--- src/hdl/mmc3ob_pkg.sv ---
// Shared types, constants and a helper function for the outer-block bank mapper.
// No dependencies; every other file of the block takes its names from here.
package mmc3ob_pkg;

  // Geometry of the cartridge ROMs, in banks.
  localparam int PRG_BANKS = 128;
  localparam int CHR_BANKS = 1024;
  localparam int BANK_W    = 10;
  localparam logic [BANK_W-1:0] PRG_TOP = BANK_W'(PRG_BANKS - 1);
  localparam logic [BANK_W-1:0] CHR_TOP = BANK_W'(CHR_BANKS - 1);

  // Command codes.
  localparam logic [1:0] CMD_WRITE = 2'd0;
  localparam logic [1:0] CMD_PRG   = 2'd1;
  localparam logic [1:0] CMD_CHR   = 2'd2;

  // Configuration register indexes.
  localparam logic CFG_OUTER   = 1'b0;
  localparam logic CFG_VARIANT = 1'b1;

  // Board variant codes.
  localparam logic [2:0] VAR_P4_C7   = 3'd0;
  localparam logic [2:0] VAR_P5_C7   = 3'd1;
  localparam logic [2:0] VAR_P4_C8   = 3'd2;
  localparam logic [2:0] VAR_P5_C8   = 3'd3;
  localparam logic [2:0] VAR_SPLIT   = 3'd4;

  // Register write decode.
  localparam logic [15:0] DEC_MASK   = 16'hE001;
  localparam logic [15:0] DEC_SELECT = 16'h8000;
  localparam logic [15:0] DEC_BANK   = 16'h8001;

  // Inner masks and fixed PRG banks.
  localparam logic [7:0] PRG_MASK_S = 8'h0F;
  localparam logic [7:0] PRG_MASK_L = 8'h1F;
  localparam logic [7:0] CHR_MASK_S = 8'h7F;
  localparam logic [7:0] CHR_MASK_L = 8'hFF;
  localparam logic [7:0] PRG_LAST   = 8'hFF;
  localparam logic [7:0] PRG_SECOND = 8'hFE;

  localparam logic [7:0] BANK_REG_INIT [8] =
    '{8'd0, 8'd2, 8'd4, 8'd5, 8'd6, 8'd7, 8'd0, 8'd0};

  // One accepted command as held in the input register.
  typedef struct packed {
    logic        valid;
    logic [1:0]  command;
    logic [15:0] address;
    logic [7:0]  data;
  } item_t;

  // Banking state seen by the translation logic.
  typedef struct packed {
    logic [7:0]      select;
    logic [7:0][7:0] regs;
  } bank_state_t;

  // Outer merge followed by the wrap to the ROM size.
  function automatic logic [BANK_W-1:0] merge_wrap(
    input logic [1:0]        outer,
    input logic [3:0]        shift,
    input logic [7:0]        mask,
    input logic [7:0]        inner,
    input logic [BANK_W-1:0] top
  );
    logic [BANK_W-1:0] outer_sh;
    logic [BANK_W-1:0] mask_w;
    logic [BANK_W-1:0] v;
    outer_sh = BANK_W'(outer) << shift;
    mask_w   = BANK_W'(mask);
    v        = (outer_sh & ~mask_w) | (BANK_W'(inner) & mask_w);
    if (v > top) begin
      v = v & top;
    end
    return v;
  endfunction

endpackage

--- src/hdl/mmc3_outer_bank_mapper.sv ---
// Top level of the outer-block bank mapper: input register, configuration
// registers, bank register file and translation. Depends on mmc3ob_pkg,
// mmc3ob_regs and mmc3ob_xlate.
//
//   channel  | handshake                | payload
//   ---------+--------------------------+-------------------------------
//   command  | start, busy              | command, address, data
//   result   | result_valid (strobe)    | bank_number, is_chr
//   config   | cfg_valid, cfg_ready     | cfg_index, cfg_data
//
// Every lookup item passes from the input register through the
// translation logic into the result register. A new item is taken in
// every cycle, so busy is never raised. A register write updates the
// banking state as it leaves the input register, so an item accepted in
// the very next cycle already sees the new value. Reset is synchronous
// and active high; it drops any item in flight and restores the bank
// registers to their power-on values. The receiver cannot stall: each
// result is shown for exactly one cycle.
module mmc3_outer_bank_mapper (
  input  logic        clk,
  input  logic        rst,
  // Command channel.
  input  logic        start,
  output logic        busy,
  input  logic [1:0]  command,
  input  logic [15:0] address,
  input  logic [7:0]  data,
  // Result channel.
  output logic        result_valid,
  output logic [9:0]  bank_number,
  output logic        is_chr,
  // Configuration channel.
  input  logic        cfg_valid,
  output logic        cfg_ready,
  input  logic        cfg_index,
  input  logic [2:0]  cfg_data
);

  mmc3ob_pkg::item_t       item;
  mmc3ob_pkg::bank_state_t state;
  logic [1:0]              outer_block;
  logic [2:0]              board_variant;

  // The pipeline never backs up, so both channels are always open.
  assign busy      = 1'b0;
  assign cfg_ready = 1'b1;

  // Input register. Only the valid bit needs clearing on reset.
  always_ff @(posedge clk) begin
    if (rst) begin
      item.valid <= 1'b0;
    end else begin
      item.valid <= start && !busy;
    end
    item.command <= command;
    item.address <= address;
    item.data    <= data;
  end

  // Configuration registers: the outer block number and the board variant.
  always_ff @(posedge clk) begin
    if (rst) begin
      outer_block   <= '0;
      board_variant <= '0;
    end else if (cfg_valid && cfg_ready) begin
      unique case (cfg_index)
        mmc3ob_pkg::CFG_OUTER:   outer_block   <= cfg_data[1:0];
        mmc3ob_pkg::CFG_VARIANT: board_variant <= cfg_data;
        default: ;
      endcase
    end
  end

  // Bank-select byte and bank registers, written by register-write items.
  mmc3ob_regs u_regs (
    .clk   (clk),
    .rst   (rst),
    .item  (item),
    .state (state)
  );

  // Translation of PRG and CHR lookups into the result register.
  mmc3ob_xlate u_xlate (
    .clk           (clk),
    .rst           (rst),
    .item          (item),
    .state         (state),
    .outer_block   (outer_block),
    .board_variant (board_variant),
    .result_valid  (result_valid),
    .bank_number   (bank_number),
    .is_chr        (is_chr)
  );

endmodule

--- src/hdl/mmc3ob_regs.sv ---
// Bank-select byte and the eight bank registers, with the CPU write decode.
// Depends on mmc3ob_pkg.
module mmc3ob_regs (
  input  logic                    clk,
  input  logic                    rst,
  input  mmc3ob_pkg::item_t       item,
  output mmc3ob_pkg::bank_state_t state
);

  logic [7:0]  bank_select;
  logic [7:0]  bank_regs [8];
  logic [15:0] dec;
  logic        is_write;

  assign is_write = item.valid && (item.command == mmc3ob_pkg::CMD_WRITE);
  assign dec      = item.address & mmc3ob_pkg::DEC_MASK;

  always_ff @(posedge clk) begin
    if (rst) begin
      bank_select <= '0;
      for (int i = 0; i < 8; i++) begin
        bank_regs[i] <= mmc3ob_pkg::BANK_REG_INIT[i];
      end
    end else if (is_write) begin
      if (dec == mmc3ob_pkg::DEC_SELECT) begin
        bank_select <= item.data;
      end else if (dec == mmc3ob_pkg::DEC_BANK) begin
        bank_regs[bank_select[2:0]] <= item.data;
      end
    end
  end

  always_comb begin
    state.select = bank_select;
    for (int i = 0; i < 8; i++) begin
      state.regs[i] = bank_regs[i];
    end
  end

endmodule

--- src/hdl/mmc3ob_xlate.sv ---
// PRG and CHR address translation with outer merge, and the result register.
// Depends on mmc3ob_pkg.
module mmc3ob_xlate (
  input  logic                    clk,
  input  logic                    rst,
  input  mmc3ob_pkg::item_t       item,
  input  mmc3ob_pkg::bank_state_t state,
  input  logic [1:0]              outer_block,
  input  logic [2:0]              board_variant,
  output logic                    result_valid,
  output logic [9:0]              bank_number,
  output logic                    is_chr
);

  logic [1:0] prg_slot;
  logic [2:0] chr_slot;
  logic [7:0] prg_inner;
  logic [7:0] chr_inner;
  logic [7:0] chr_pair;
  logic [2:0] chr_idx;
  logic       prg_wide;
  logic       chr_wide;
  logic [9:0] prg_bank;
  logic [9:0] chr_bank;
  logic       is_prg_cmd;
  logic       is_chr_cmd;

  always_comb begin
    prg_slot = item.address[14:13];
    unique case (prg_slot)
      2'd1:    prg_inner = state.regs[7];
      2'd3:    prg_inner = mmc3ob_pkg::PRG_LAST;
      default: prg_inner = ((prg_slot == 2'd0) != state.select[6]) ? state.regs[6]
                                                                    : mmc3ob_pkg::PRG_SECOND;
    endcase

    chr_slot = item.address[12:10] ^ {state.select[7], 2'b00};
    chr_pair = state.regs[{2'b00, chr_slot[1]}];
    chr_idx  = chr_slot - 3'd2;
    if (!chr_slot[2]) begin
      chr_inner = {chr_pair[7:1], chr_slot[0]};
    end else begin
      chr_inner = state.regs[chr_idx];
    end

    prg_wide = (board_variant == mmc3ob_pkg::VAR_P5_C7) ||
               (board_variant == mmc3ob_pkg::VAR_P5_C8) ||
               ((board_variant == mmc3ob_pkg::VAR_SPLIT) && (outer_block == 2'd0));
    chr_wide = (board_variant == mmc3ob_pkg::VAR_P4_C8) ||
               (board_variant == mmc3ob_pkg::VAR_P5_C8);

    prg_bank = mmc3ob_pkg::merge_wrap(outer_block, prg_wide ? 4'd5 : 4'd4,
                 prg_wide ? mmc3ob_pkg::PRG_MASK_L : mmc3ob_pkg::PRG_MASK_S,
                 prg_inner, mmc3ob_pkg::PRG_TOP);
    chr_bank = mmc3ob_pkg::merge_wrap(outer_block, chr_wide ? 4'd8 : 4'd7,
                 chr_wide ? mmc3ob_pkg::CHR_MASK_L : mmc3ob_pkg::CHR_MASK_S,
                 chr_inner, mmc3ob_pkg::CHR_TOP);
  end

  assign is_prg_cmd = item.valid && (item.command == mmc3ob_pkg::CMD_PRG);
  assign is_chr_cmd = item.valid && (item.command == mmc3ob_pkg::CMD_CHR);

  always_ff @(posedge clk) begin
    if (rst) begin
      result_valid <= 1'b0;
    end else begin
      result_valid <= is_prg_cmd || is_chr_cmd;
    end
    bank_number <= is_chr_cmd ? chr_bank : prg_bank;
    is_chr      <= is_chr_cmd;
  end

endmodule

--- config.mk ---
export PLATFORM = sky130hd
export DESIGN_NAME = mmc3_outer_bank_mapper
export DESIGN_NICKNAME = d
export VERILOG_FILES = /design/src/hdl/mmc3ob_pkg.sv /design/src/hdl/mmc3_outer_bank_mapper.sv /design/src/hdl/mmc3ob_regs.sv /design/src/hdl/mmc3ob_xlate.sv
export SDC_FILE = /design/constraint.sdc
export NUM_CORES = 1
export LEC_CHECK = 0
export ABC_CLOCK_PERIOD_IN_PS = 2000
export BUFFER_PORTS_ARGS = -buffer_cell sky130_fd_sc_hd__buf_2
export CAP_MARGIN = 20
export CELL_PAD_IN_SITES_DETAIL_PLACEMENT = 2
export CELL_PAD_IN_SITES_GLOBAL_PLACEMENT = 2
export CORE_UTILIZATION = 35
export DETAILED_ROUTE_END_ITERATION = 8
export PLACE_DENSITY_LB_ADDON = 0.1
export RECOVER_POWER = 100
export SETUP_SLACK_MARGIN = 0.3
export SLEW_MARGIN = 5
export SYNTH_ARGS = -nofsm -noshare
export SYNTH_HDL_FRONTEND = slang
export SYNTH_SLANG_ARGS = --single-unit
export TNS_END_PERCENT = 100
--- constraint.sdc ---
create_clock -name clk -period 2 [get_ports clk]
set_clock_uncertainty 0.15 [all_clocks]
set_input_delay 0.6 -clock clk [delete_from_list [all_inputs] [get_ports clk]]
set_output_delay 0.6 -clock clk [all_outputs]
set_load 0.01 [all_outputs]
==> results of run 1 <==
## routing by layer
layer,wire [um],vias to the layer above,GRT usage
li1,-,1220,-
met1,4570,1264,0.236
met2,4720,38,0.303
met3,239,12,0.0344
met4,198,0,0.0830
met5,0,-,0
## worst max-delay path by stage
stage          startpoint                endpoint  slack, ps  cells past startpoint
2_1_floorplan         rst  u_regs.bank_regs[0][1]        110                      4
3_3_place_gp          rst  u_regs.bank_regs[0][6]        -40                      5
3_5_place_dp          rst  u_regs.bank_regs[4][5]        -90                      5
4_1_cts          item[24]  u_regs.bank_regs[6][2]        250                      4
5_1_grt          item[25]  u_regs.bank_regs[5][0]        140                      4
6_report         item[24]  u_regs.bank_regs[5][0]        210                      4
## what timing repair did
item                       CTS  global route
cloned                       0             0
gates resized for setup      7             7
setup endpoints to repair   62            82
pin swaps                    5             7
setup buffers                3             0
## cell families (layout without fill, tap and decap cells)
group / Yosys count / after routing / share of synthesized area
DFF: 96 / 96 / 0.628
other: 2 / 2 / 0.00190
and+or+nand+nor: 136 / 136 / 0.210
muxes: 24 / 24 / 0.0680
xor gates and xnor gates: 3 / 3 / 0.00854
buffers and inverters: 18 / 74 / 0.0253
AOI/OAI and AO/OA: 36 / 36 / 0.0582
## metrics by stage
stage	util	setup WS [ps]	setup TNS, ps	instance area [um^2]	std cells
floorplan	-	107	0	3990	315
global placement	0.400	-42.5	-420	4370	492
detailed placement	0.400	-90.2	-1650	4370	492
CTS	0.430	251	0	4700	511
global route	0.427	144	0	4670	511
finish	0.427	214	0	4670	511
## cell type report
| cell class | count | area [um^2] | share of cell area |
|---|---|---|---|
| clock inverters | 7 | 62.6 | 0.0134 |
| well taps | 140 | 175 | 0.0375 |
| inverters | 4 | 16.3 | 0.00348 |
| repair buffers | 54 | 293 | 0.0627 |
| clock buffers | 9 | 225 | 0.0482 |
| multi-input cells | 201 | 1410 | 0.302 |
| flip-flops and latches | 96 | 2490 | 0.532 |
## state kept, by name, summed over array words and instances, names as in the netlist
name,flops
u_xlate.is_chr,1
u_xlate.result_valid,1
u_xlate.bank_number,10
u_regs.bank_select,5
u_regs.bank_regs,56
item,18
outer_block,2
board_variant,3
## cells in the final DEF, fill, tap and decap left out, drive strengths merged, types with 2 or more instances in the layout
cell,count
nand2,16
xnor2,2
or2,8
o311ai,2
nand3,6
nand2b,8
a21oi,15
clkbuf,25
dfxtp,40
nor2,19
o21ai,6
buf,38
o32ai,3
mux4,2
nor2b,4
or3,6
nand3b,4
o221ai,3
clkinvlp,3
mux2,3
inv,3
nor3b,2
nor3,9
clkinv,4
and2,47
mux2i,19
conb,2
edfxtp,56
## where the power goes
part	leakage, nW	switching [mW]	internal [mW]	total, mW
clock	0.136	0.762	0.957	1.72
combinational	0.687	0.127	0.0957	0.222
sequential	0.878	0.0529	2.15	2.21
total	1.70	0.942	3.21	4.15
## critical path, stage by stage, from the launching register on
cell and delay [ps]:
dfxtp_2 330, and4bb_1 380, nand3_4 180, nor2_1 210, or2_4 240
==> results.yml, run 1 <==
outcome:
  outcome: "finished, final reports clean"
hold_path:
  hold_path.startpoint: "data[7]"
  min_path_type: "in2reg"
  holdPathStages: 1
  worstHoldEndpoint: "item[7]"
sta:
  whs_ps: 198
  finalMaxSlewViolations: 0
  fin_crit_sh: 0.893
  period_minus_slack_ps: 1790
  rsz0062_at_grt: "yes"
  max_freq_mhz: 560
  hold_violations: 0
  setup_viol: 0
routing:
  wl_per_cell_um: 19.0
  drt_iter0_drc: 70
  finalWirelength_um: 9730
  viasPerCell: 4.96
  final_antenna_net_count: 0
  vias: 2534
  first_pass_iters: 4
  remaining_drc_errors: 0
clock_network:
  cts_max_level: 3
  cts_root_buffer: "clkbuf_16"
  tritoncts: "built"
  clock-sinks: 96
  postCtsHoldBufs: 0
  cts_buffers: 9
  path_clk_slew_ps: 70
  clk_latency_ps: 350
  clockBufferDepth: 2
worst_setup_path:
  crit_path_end_kind: "register"
  critPathKind: "reg2reg"
  crit_arrival_ps: 1690
  crit_required_ps: 1900
  cp_max_fo: 8
  rrSetupSlack_ps: 210
  rr_startpoint: "item[24]"
  cp-start-kind: "register"
  r2r_end: "u_regs.bank_regs[5][0]"
  ff2ff_path_depth: 4
synth:
  yosys_warnings: 0
  synthArstFlopShare: 0
  ys_seq_area_frac: 0.628
  avgSynthCellArea_um2: 12.6
  synth_common_cells: "56 x edfxtp_1, 47 x and2_1, 40 x dfxtp_1, 19 x mux2i_1, 16 x nand2_1"
  yosys-top-cells-area: "edfxtp_1 43%, dfxtp_1 20%, and2_1 7.4%"
  synthMostInstantiatedCell: "edfxtp_1"
  syn-instance-count: 315
  ys.flop_type: "edfxtp_1"
  synth_seq_cells: 96
  synth_edf_count: 56
  ys_types: 50
  yosysTopAreaCell: "edfxtp_1"
  netlist.area_leader.share: 0.425
  synth_nets: 349
  syn_area_mm2: 0.00396
placed_design:
  dp.final_hpwl_um: 6810
  gp_congestion: 0.701
  io_buffers: 36
die:
  die_w_um: 108
  core_area_mm2: 0.0109
  rows: 38
  start_util: 0.362
  fp.dieH_um: 108
  die-area_mm2: 0.0117
  ioPinCount: 48
layout:
  drive_gt1_frac: 0.218
  diodes: 0
  fin_nets: 400
  syn_to_final_growth_pct: 18.1
  n_fill_cell: 1149
global_routing:
  grt_pass1_vias: 2728
  grt_use_total: 0.184
  antenna_found_initial: 0
  grt_overflow: 0
  grt_pass1_wl_um: 15300
  grt_max_degree: 21
power:
  ir_drop_mv: 0.511
  cellLeakagePower_nw: 1.70
  p_total_mw: 4.15
  power_density_mw_per_mm2: 888
job:
  maxCapViolations: 0
No activity file was read; power rests on OpenSTA's default activity.
==> run 2, diff against run 1 <==
--- a/config.mk
+++ b/config.mk
@@ -14,6 +14,7 @@
 export DETAILED_ROUTE_END_ITERATION = 8
 export PLACE_DENSITY_LB_ADDON = 0.1
 export RECOVER_POWER = 100
+export REMOVE_ABC_BUFFERS = 1
 export SETUP_SLACK_MARGIN = 0.3
 export SLEW_MARGIN = 5
 export SYNTH_ARGS = -nofsm -noshare
==> run 2 against run 1 <==
  * Clock power is 9% higher
  * Core utilization is 0.24 points higher
  * Critical path depth is 1 higher
  * Non-clock buffer count is 3 higher
  * Critical endpoint is now u_regs.bank_regs[0][3]
  * Largest cell class unchanged
==> results.yml, run 2 (synthesized netlist as in run 1, its figures left out) <==
worst_setup_path:
  cp_max_fo: 7
  crit_path_end_kind: "register"
  crit_arrival_ps: 1670
  r2r_end: "u_regs.bank_regs[4][0]"
  critPathKind: "in2reg"
  rrSetupSlack_ps: 240
  ff2ff_path_depth: 5
  crit_path_end: "u_regs.bank_regs[0][3]"
  worstSetupStartpoint: "rst"
  rr_startpoint: "item[25]"
  crit_required_ps: 1910
  cp-start-kind: "primary input"
hold_path:
  hold_path.startpoint: "data[2]"
  min_path_type: "in2reg"
sta:
  period_minus_slack_ps: 1760
  setup_viol: 0
  fin_crit_sh: 0.881
  rsz0062_at_grt: "yes"
  max_freq_mhz: 568
  setup_tns_ps: 0
  hold_violations: 0
  finalMaxSlewViolations: 0
power:
  cellLeakagePower_nw: 1.71
  p_sw_uw: 947
  p_comb_frac: 0.053
  ir_drop_mv: 0.454
  pwr-share-clk: 0.434
  switching_share: 0.220
  power_density_mw_per_mm2: 915
  p_int_mw: 3.35
  power.share.sequential: 0.513
routing:
  remaining_drc_errors: 0
  final_antenna_net_count: 0
  first_pass_iters: 4
  finalWirelength_um: 9560
  wl_per_cell_um: 18.6
  vias: 2535
  drt_iter0_drc: 44
  viasPerCell: 4.93
placed_design:
  place_area_mm2: 0.00437
  gp_congestion: 0.726
  dp.final_hpwl_um: 6900
  io_buffers: 36
clock_network:
  tritoncts: "built"
  clockBufferDepth: 2
  postCtsHoldBufs: 0
  cts_max_level: 3
  clk_latency_ps: 350
  cts_root_buffer: "clkbuf_16"
  clock-sinks: 96
  cts_buffers: 9
  path_clk_slew_ps: 70
layout:
  diodes: 0
  syn_to_final_growth_pct: 18.8
  top_register: "u_regs.bank_regs"
  largest_register_ffs: 56
  reg_top3: "u_regs.bank_regs (56), item (18), u_xlate.bank_number (10)"
  fin_nets: 403
  final_cell_area_mm2: 0.00470
  layout.cells.most_common_list: "56 x edfxtp_1, 36 x dfxtp_1, 28 x and2_1"
  drive_gt1_frac: 0.219
  final_common_cell: "edfxtp_1"
global_routing:
  grt_pass1_wl_um: 15000
  antenna_found_initial: 0
  grt_max_degree: 21
  grt_pass1_vias: 2726
  grt_overflow: 0
  grt_use_total: 0.180
die:
  rows: 38
  core_area_mm2: 0.0109
  die_w_um: 108
  die-area_mm2: 0.0117
  fp.dieH_um: 108
  start_util: 0.362
  ioPinCount: 48
outcome:
  outcome: "finished, final reports clean"
job:
  maxCapViolations: 0
[run 2: cell types whose count changed in the layout (fill, tap and decap cells not counted), moves of 2 or more]
cell / change
nor2_4: -4
clkbuf_1: +3
mux2i_1: -3
mux2i_2: +3
nor2_1: +3
clkinv_4: +2
clkinvlp_4: -2
[run 2: area by class of cell]
type,count,area [um^2]
fill,1152,6240
sequential,96,2490
multi-input combinational,201,1390
timing repair buffer,57,304
clock buffer,9,225
tap,140,175
clock inverter,7,95.1
inverter,4,16.3
[run 2: worst min-delay path by stage]
stage / cells after the start / to
floorplan: 2 / board_variant[1]
global placement: 2 / board_variant[1]
detailed placement: 2 / board_variant[1]
CTS: 1 / item[2]
global route: 1 / item[1]
finish: 1 / item[2]
[run 2: critical path, stage by stage]
cell	delay (ps)
clkbuf_1	140
nor2b_4	150
or3b_1	410
nor2_1	170
or2_4	200
[run 2: through the flow]
stage	hold WS, ps	cells	power [mW]	setup slack [ps]	util
after floorplan	286	301	2.35	38.4	-
after global placement	320	496	2.46	-93.9	0.399
after detailed placement	346	496	2.47	-124	0.399
after CTS	186	514	4.34	305	0.433
after global routing	186	514	4.44	146	0.430
final	193	514	4.30	238	0.430
[run 2: power groups by stage]
stage | clock network, mW | logic [mW] | registers, mW
3_3_place_gp | 0 | 0.216 | 2.25
5_1_grt | 1.97 | 0.249 | 2.22
4_1_cts | 1.90 | 0.234 | 2.21
2_1_floorplan | 0 | 0.106 | 2.24
6_report | 1.87 | 0.226 | 2.21
3_5_place_dp | 0 | 0.224 | 2.25
[run 2: layer usage]
metal	wire length (um)	global-route usage	up-vias
met5	0	0	-
met1	4320	0.222	1265
met2	4810	0.308	32
met4	176	0.0898	0
met3	252	0.0259	10
li1	-	-	1228
[run 2: what timing repair did]
action,in CTS,in global routing
resized for setup,13,9
cloned,0,0
setup endpoints to repair,55,68
setup buffers,2,0
pin swaps,4,6
==> run 3, diff against run 2 <==
--- a/config.mk
+++ b/config.mk
@@ -10,6 +10,7 @@
 export CAP_MARGIN = 20
 export CELL_PAD_IN_SITES_DETAIL_PLACEMENT = 2
 export CELL_PAD_IN_SITES_GLOBAL_PLACEMENT = 2
+export CORE_ASPECT_RATIO = 1.75
 export CORE_UTILIZATION = 35
 export DETAILED_ROUTE_END_ITERATION = 8
 export PLACE_DENSITY_LB_ADDON = 0.1
==> run 3 against run 2 <==
  * Sequential share of layout area shrank 0.81 points
  * Worst setup slack lost 50 ps
  * Core utilization grew 0.32 points
  * Critical path depth grew 2
  * Combinational power grew 3%
  * Design area grew 1.7%
  * Largest cell class unchanged
==> results.yml, run 3 (synthesized netlist as in run 1, its figures left out) <==
routing:
  remaining_drc_errors: 0
  final_antenna_net_count: 0
  wl_per_cell_um: 19.4
  drt_iter0_drc: 65
  first_pass_iters: 4
  viasPerCell: 5.03
  vias: 2572
  finalWirelength_um: 9920
clock_network:
  cts_buffers: 9
  tritoncts: "built"
  path_clk_slew_ps: 70
  clk_latency_ps: 340
  cts_max_level: 3
  clockBufferDepth: 2
  clock-sinks: 96
  cts_root_buffer: "clkbuf_16"
worst_setup_path:
  crit_arrival_ps: 1860
  critical-path-top-cell-by-count: "clkbuf_1"
  rr_startpoint: "item[8]"
  crit_path_end_kind: "register"
  cp-start-kind: "primary input"
  cp_max_fo: 7
  critPathMaxStageDelay_ps: 230
  crit_required_ps: 2050
  timing.critical_path.cells: "clkbuf_1 -> nor2b_4 -> clkbuf_1 -> nand3b_1 -> nor2_1 -> clkbuf_1 -> and2_0"
  critPathKind: "in2reg"
  crit_slowest_cell: "nand3b_1"
  worstSetupStartpoint: "rst"
layout:
  top_register: "u_regs.bank_regs"
  n_fill_cell: 1145
  largest_register_ffs: 56
  layout.cells.most_common_list: "56 x edfxtp_1, 35 x dfxtp_1, 26 x and2_0"
  fin_nets: 408
  diodes: 0
  drive_gt1_frac: 0.243
  final_common_cell: "edfxtp_1"
  fin_cells: 511
  syn_to_final_growth_pct: 20.8
  reg_top3: "u_regs.bank_regs (56), item (18), u_xlate.bank_number (10)"
die:
  die_w_um: 82.4
  start_util: 0.358
  ioPinCount: 48
  die-area_mm2: 0.0117
  core_area_mm2: 0.0110
  fp.dieH_um: 143
  rows: 51
power:
  ir_drop_mv: 0.700
  cellLeakagePower_nw: 1.74
  power_density_mw_per_mm2: 921
outcome:
  outcome: "finished, final reports clean"
global_routing:
  grt_pass1_wl_um: 15000
  grt_overflow: 0
  grt_use_total: 0.186
  antenna_found_initial: 0
  grt_pass1_vias: 2756
  grt_max_degree: 21
placed_design:
  dp.final_hpwl_um: 7430
  gp_congestion: 0.752
  io_buffers: 36
  dp.cells: 491
sta:
  period_minus_slack_ps: 1810
  fin_crit_sh: 0.906
  rsz0062_at_grt: "yes"
  setup_tns_ps: 0
  worst_pin_slew_ps: 503
  hold_violations: 0
  finalMaxSlewViolations: 0
  setup_viol: 0
  maxSlewHeadroom: 0.665
  max_freq_mhz: 552
hold_path:
  min_path_type: "in2reg"
  hold_path.startpoint: "data[5]"
job:
  maxCapViolations: 0
[run 3: cell count changes in the layout (fill, tap and decap cells not counted), sizes merged]
cell and change:
bufinv +1, clkinvlp +1, buf +2, clkbuf +3, clkinv -2
[run 3: worst paths after layout]
kind / to / slack (ps) / depth (start not counted)
max: u_regs.bank_regs[5][3] / 190 / 7
max reg2reg: u_regs.bank_regs[5][3] / 220 / 6
min reg2reg: u_xlate.result_valid / 360 / 1
min: item[5] / 200 / 1
[run 3: where the power goes]
group	internal, mW	switching (mW)	leakage (nW)	total (mW)
logic	0.103	0.129	0.698	0.232
registers	2.15	0.0539	0.879	2.21
clock network	1.22	0.735	0.164	1.96
total	3.48	0.918	1.74	4.40
[run 3: metrics by stage]
| step | setup slack [ps] | power [mW] | hold WS [ps] | cell area [um^2] | utilization |
|---|---|---|---|---|---|
| 2_1_floorplan | 38.4 | 2.35 | 286 | 3870 | - |
| 3_3_place_gp | -74.6 | 2.47 | 331 | 4380 | 0.397 |
| 3_5_place_dp | -124 | 2.48 | 347 | 4380 | 0.397 |
| 4_1_cts | 245 | 4.45 | 190 | 4770 | 0.432 |
| 5_1_grt | 114 | 4.55 | 190 | 4780 | 0.433 |
| 6_report | 188 | 4.40 | 204 | 4780 | 0.433 |
[run 3: critical path, delay by kind of cell]
kind | cells | cell delay [ps]
simple gates | 4 | 750
buf+inv | 3 | 520
[run 3: layout make-up]
class | count | area, um^2 | area share
inverter | 4 | 18.8 | 0.00393
multi-input combinational | 201 | 1430 | 0.298
clock inverter | 7 | 119 | 0.0249
timing repair buffer | 62 | 333 | 0.0697
tap | 132 | 165 | 0.0346
sequential | 96 | 2490 | 0.521
clock buffer | 9 | 225 | 0.0471
[run 3: per-layer routing]
layer,track usage,routed length (um)
met4,0.0923,260
met1,0.192,3810
met3,0.0409,264
met5,0,0
met2,0.338,5590
[run 3: timing repair]
item                                    4_1_cts  5_1_grt
pin swaps                                     5        5
buffers inserted                              1        3
endpoints found under the setup margin       66       67
resized for setup                            15       11
hold buffers                                  0        0
